**src/hw/rtl/oaht_pkg.sv**
```systemverilog
package oaht_pkg;

  localparam int SLOTS = 1024;
  localparam int SLOT_W = $clog2(SLOTS);
  localparam int SIZE_W = $clog2(SLOTS + 1);
  localparam int KEY_W = 32;
  localparam int MOD_CNT_W = $clog2(KEY_W + 1);
  localparam int SLOT_FIELD_W = 10;
  localparam int COUNT_W = 11;
  localparam int CFG_SIZE_W = 11;
  localparam int CFG_IDX_W = 1;

  localparam logic [CFG_IDX_W-1:0] REG_TABLE_SIZE = 1'd0;
  localparam logic [CFG_IDX_W-1:0] REG_PROBE_MODE = 1'd1;

  localparam logic OP_INSERT = 1'b0;
  localparam logic OP_FIND = 1'b1;

  typedef enum logic [2:0] {
    ST_IDLE,
    ST_CLEAR,
    ST_MOD,
    ST_READ,
    ST_CHECK,
    ST_DONE
  } state_t;

  typedef struct packed {
    logic clear_step;
    logic load;
    logic mod_step;
    logic rd;
    logic advance;
    logic finish_hit;
    logic finish_miss;
  } cmd_t;

  typedef struct packed {
    logic clear_last;
    logic mod_done;
    logic hit;
    logic last_probe;
  } status_t;

endpackage

```
**src/hw/rtl/oaht_ctrl.sv**
```systemverilog
module oaht_ctrl (
  input  logic              clk,
  input  logic              rst,
  input  logic              in_valid,
  output logic              in_ready,
  output logic              out_valid,
  input  logic              out_ready,
  input  oaht_pkg::status_t status,
  output oaht_pkg::cmd_t    cmd
);
  import oaht_pkg::*;

  state_t state, state_next;

  always_ff @(posedge clk) begin
    if (rst) begin
      state <= ST_CLEAR;
    end else begin
      state <= state_next;
    end
  end

  always_comb begin
    state_next = state;
    unique case (state)
      ST_IDLE:  if (in_valid) state_next = ST_MOD;
      ST_CLEAR: if (status.clear_last) state_next = ST_IDLE;
      ST_MOD:   if (status.mod_done) state_next = ST_READ;
      ST_READ:  state_next = ST_CHECK;
      ST_CHECK: if (status.hit || status.last_probe) state_next = ST_DONE;
                else state_next = ST_READ;
      ST_DONE:  if (out_ready) state_next = ST_IDLE;
      default:  state_next = ST_IDLE;
    endcase
  end

  always_comb begin
    cmd = '0;
    in_ready = 1'b0;
    out_valid = 1'b0;
    unique case (state)
      ST_IDLE: begin
        in_ready = 1'b1;
        cmd.load = in_valid;
      end
      ST_CLEAR: cmd.clear_step = 1'b1;
      ST_MOD:   cmd.mod_step = 1'b1;
      ST_READ:  cmd.rd = 1'b1;
      ST_CHECK: begin
        if (status.hit) begin
          cmd.finish_hit = 1'b1;
        end else if (status.last_probe) begin
          cmd.finish_miss = 1'b1;
        end else begin
          cmd.advance = 1'b1;
        end
      end
      ST_DONE:  out_valid = 1'b1;
      default:  ;
    endcase
  end

endmodule

```
**config.mk**
```make
export PLATFORM = sky130hd
export DESIGN_NAME = oaht_ctrl
export DESIGN_NICKNAME = d
export VERILOG_FILES = /design/src/hw/rtl/oaht_pkg.sv /design/src/hw/rtl/oaht_ctrl.sv
export SDC_FILE = /design/constraint.sdc
export NUM_CORES = 1
export LEC_CHECK = 0
export BUFFER_PORTS_ARGS = -buffer_cell sky130_fd_sc_hd__buf_2
export CORE_AREA = 4 4 41 43
export DETAILED_ROUTE_END_ITERATION = 12
export DIE_AREA = 0 0 45 47
export MAX_ROUTING_LAYER = met4
export PLACE_DENSITY = 0.47
export RECOVER_POWER = 25
export SLEW_MARGIN = 20
export SYNTH_ARGS = -nofsm -noshare
export SYNTH_HDL_FRONTEND = slang
export SYNTH_SLANG_ARGS = --single-unit
```
**constraint.sdc**
```tcl
create_clock -name clk -period 2.3 [get_ports clk]
set_clock_uncertainty 0.2 [all_clocks]
set_input_delay 0.46 -clock clk [delete_from_list [all_inputs] [get_ports clk]]
set_output_delay 0.46 -clock clk [all_outputs]
set_load 0.005 [all_outputs]
```
==> results.cfg <==
[synthesis]
synth_top_cell_by_area = dfxtp_1
synth-seq-cells = 3
synth_cell_types = 23
ys_seq_area_frac = 0.265
yosysWarnings = 0
syn-cell-area_um2 = 226
synth_top_area_frac = 0.265
synth_cells = 27
synth_nets = 35
yosys-top-cells-area = dfxtp_1 (27%), nand2b_4 (6.1%), nor3b_2 (5.5%)
avgSynthCellArea_um2 = 8.39

[clocking]
path_clk_slew_ns = 0.04
clockRootBuffer = clkbuf_4
cts_buffer_depth = 2
cts-resized-gates = 0
cts.sinks = 3
cts_tree = yes
post_cts_buffers = 0
hold_buffers = 0
cts_max_level = 1
clk_latency_ns = 0.23
cts_made_buffers = 3

[critical_path]
rrSetupSlack_ns = 0.88
path_class = reg -> out
worst_setup_path_start_kind = register
crit_fanout = 9
cp-end-kind = output pin
worstPathCellList = nand2b_2, nor4b_1, buf_2
critical_path_arrival_ns = 1.27
slowest_stage = dfxtp_1
required_ns = 1.64
slowest_delay_ns = 0.48

[grt]
grtUsageTotal = 0.0660
grt_pass1_vias = 202
grt_pass1_wl_um = 897
overflow = 0
grt_max_degree = 12
antenna_found_initial = 0

[layout]
multi_input_area_um2 = 145
regArea_um2 = 60.1
top_regs = state x3
fin_util = 0.257
final_common_cell = buf_2
final_nets = 54
stdcell_count = 60
largest_reg_flops = 3
diodes = 0
layout_common_cells = buf_2 (16), nor2_1 (3), clkbuf_4 (3), dfxtp_1 (3)
area_growth_pct = 47.5
drive_above_1_share = 0.489
fillers = 155
regMostFlops = state

[sta]
fmax_ghz = 0.519
final_max_slew_viol_count = 0
maxSlewHeadroom = 0.751
hold_viol = 0
worst_pin_slew_ns = 0.374
setup_viol = 0
fin_crit_sh = 0.838
rsz0062_at_grt = no
fin_crit_ns = 1.93
setup_tns_ns = 0

[drt]
drt_first_iter_violations = 8
via_per_inst = 4.32
drcViolationCount = 0
via_count = 259
drt_pass1_iterations = 4
wl_um = 624
wire_per_inst_um = 10.4
ant_nets = 0

[run_status]
status = completed

[die]
initial_utilization = 0.174
top_level_ports = 17
core-area_um2 = 1300
dieWidth_um = 45
die_area_um2 = 2120
num_rows = 13
die_height_um = 47

[power_and_ir_drop]
ir_worst_vdd_uv = 315
power_density_nw_per_um2 = 568
power.total_uw = 190
leakagePower_nw = 0.163

[worst_hold_path]
hold_class = in -> reg

[place]
gp_congestion = 0.601
numPlacedInstances = 56
placement.io_buffers = 16

[run]
drv_cap = 0
Yosys cell counts:
cell,count
nand2_1,1
or3_1,1
nor3_1,1
buf_2,1
o21ai_0,1
nor4_1,1
nor3b_2,1
nand2b_1,1
o32a_1,1
a2bb2oi_1,1
a41oi_1,1
and3b_1,1
and3_1,1
nand2b_4,1
nor4b_1,1
dfxtp_1,3
and2_1,1
nor3_2,1
nor3b_1,1
inv_1,1
buf_4,1
a21oi_1,1
nor2_1,3
power breakdown:
part           switching (mW)  internal (mW)
sequential            0.00834         0.0557
clock                  0.0268         0.0650
combinational          0.0147         0.0193
kinds of logic (layout without fill, tap and decap cells):
| family | after synthesis | count (layout) | synth area share |
|---|---|---|---|
| flops | 3 | 3 | 0.265 |
| simple gates | 16 | 16 | 0.497 |
| compound gates | 5 | 5 | 0.166 |
| buf+inv | 3 | 21 | 0.0718 |
metrics by stage:
stage | setup slack [ns] | area (µm²) | hold WS [ns]
floorplan | 0.799 | 226 | 0.305
global placement | 0.627 | 313 | 0.358
detailed placement | 0.606 | 313 | 0.360
CTS | 0.360 | 339 | 0.215
global route | 0.235 | 334 | 0.221
finish | 0.373 | 334 | 0.224
layer usage:
layer  up-vias  share of wire  GRT usage
li1        135              -          -
met1       108           0.48     0.0814
met2        14           0.38     0.0734
met3         2           0.13     0.0383
met4         0          0.013     0.0526
met5         -              0          -
worst max-delay path: cells and delay by family, from the launching register on:
family                 cells  cell delay [ns]
and+or+nand+nor            2             0.38
DFF                        1             0.48
buffers and inverters      1             0.17
area by class of cell:
cell class | count | share of cell area
multi-input cells | 21 | 0.434
repair buffers | 16 | 0.240
clock buffers | 4 | 0.0787
inverters | 1 | 0.0112
well taps | 15 | 0.0562
flip-flops and latches | 3 | 0.180
path summary, 6_finish.rpt:
path                            cells past startpoint      from       end
worst min register to register                      1  state[1]  state[0]
worst max register to register                      3  state[0]  state[2]
worst min-delay path                                2       rst  state[1]
worst max-delay path                                3  state[2]    cmd[0]
Power figures use the tool's default switching activity.
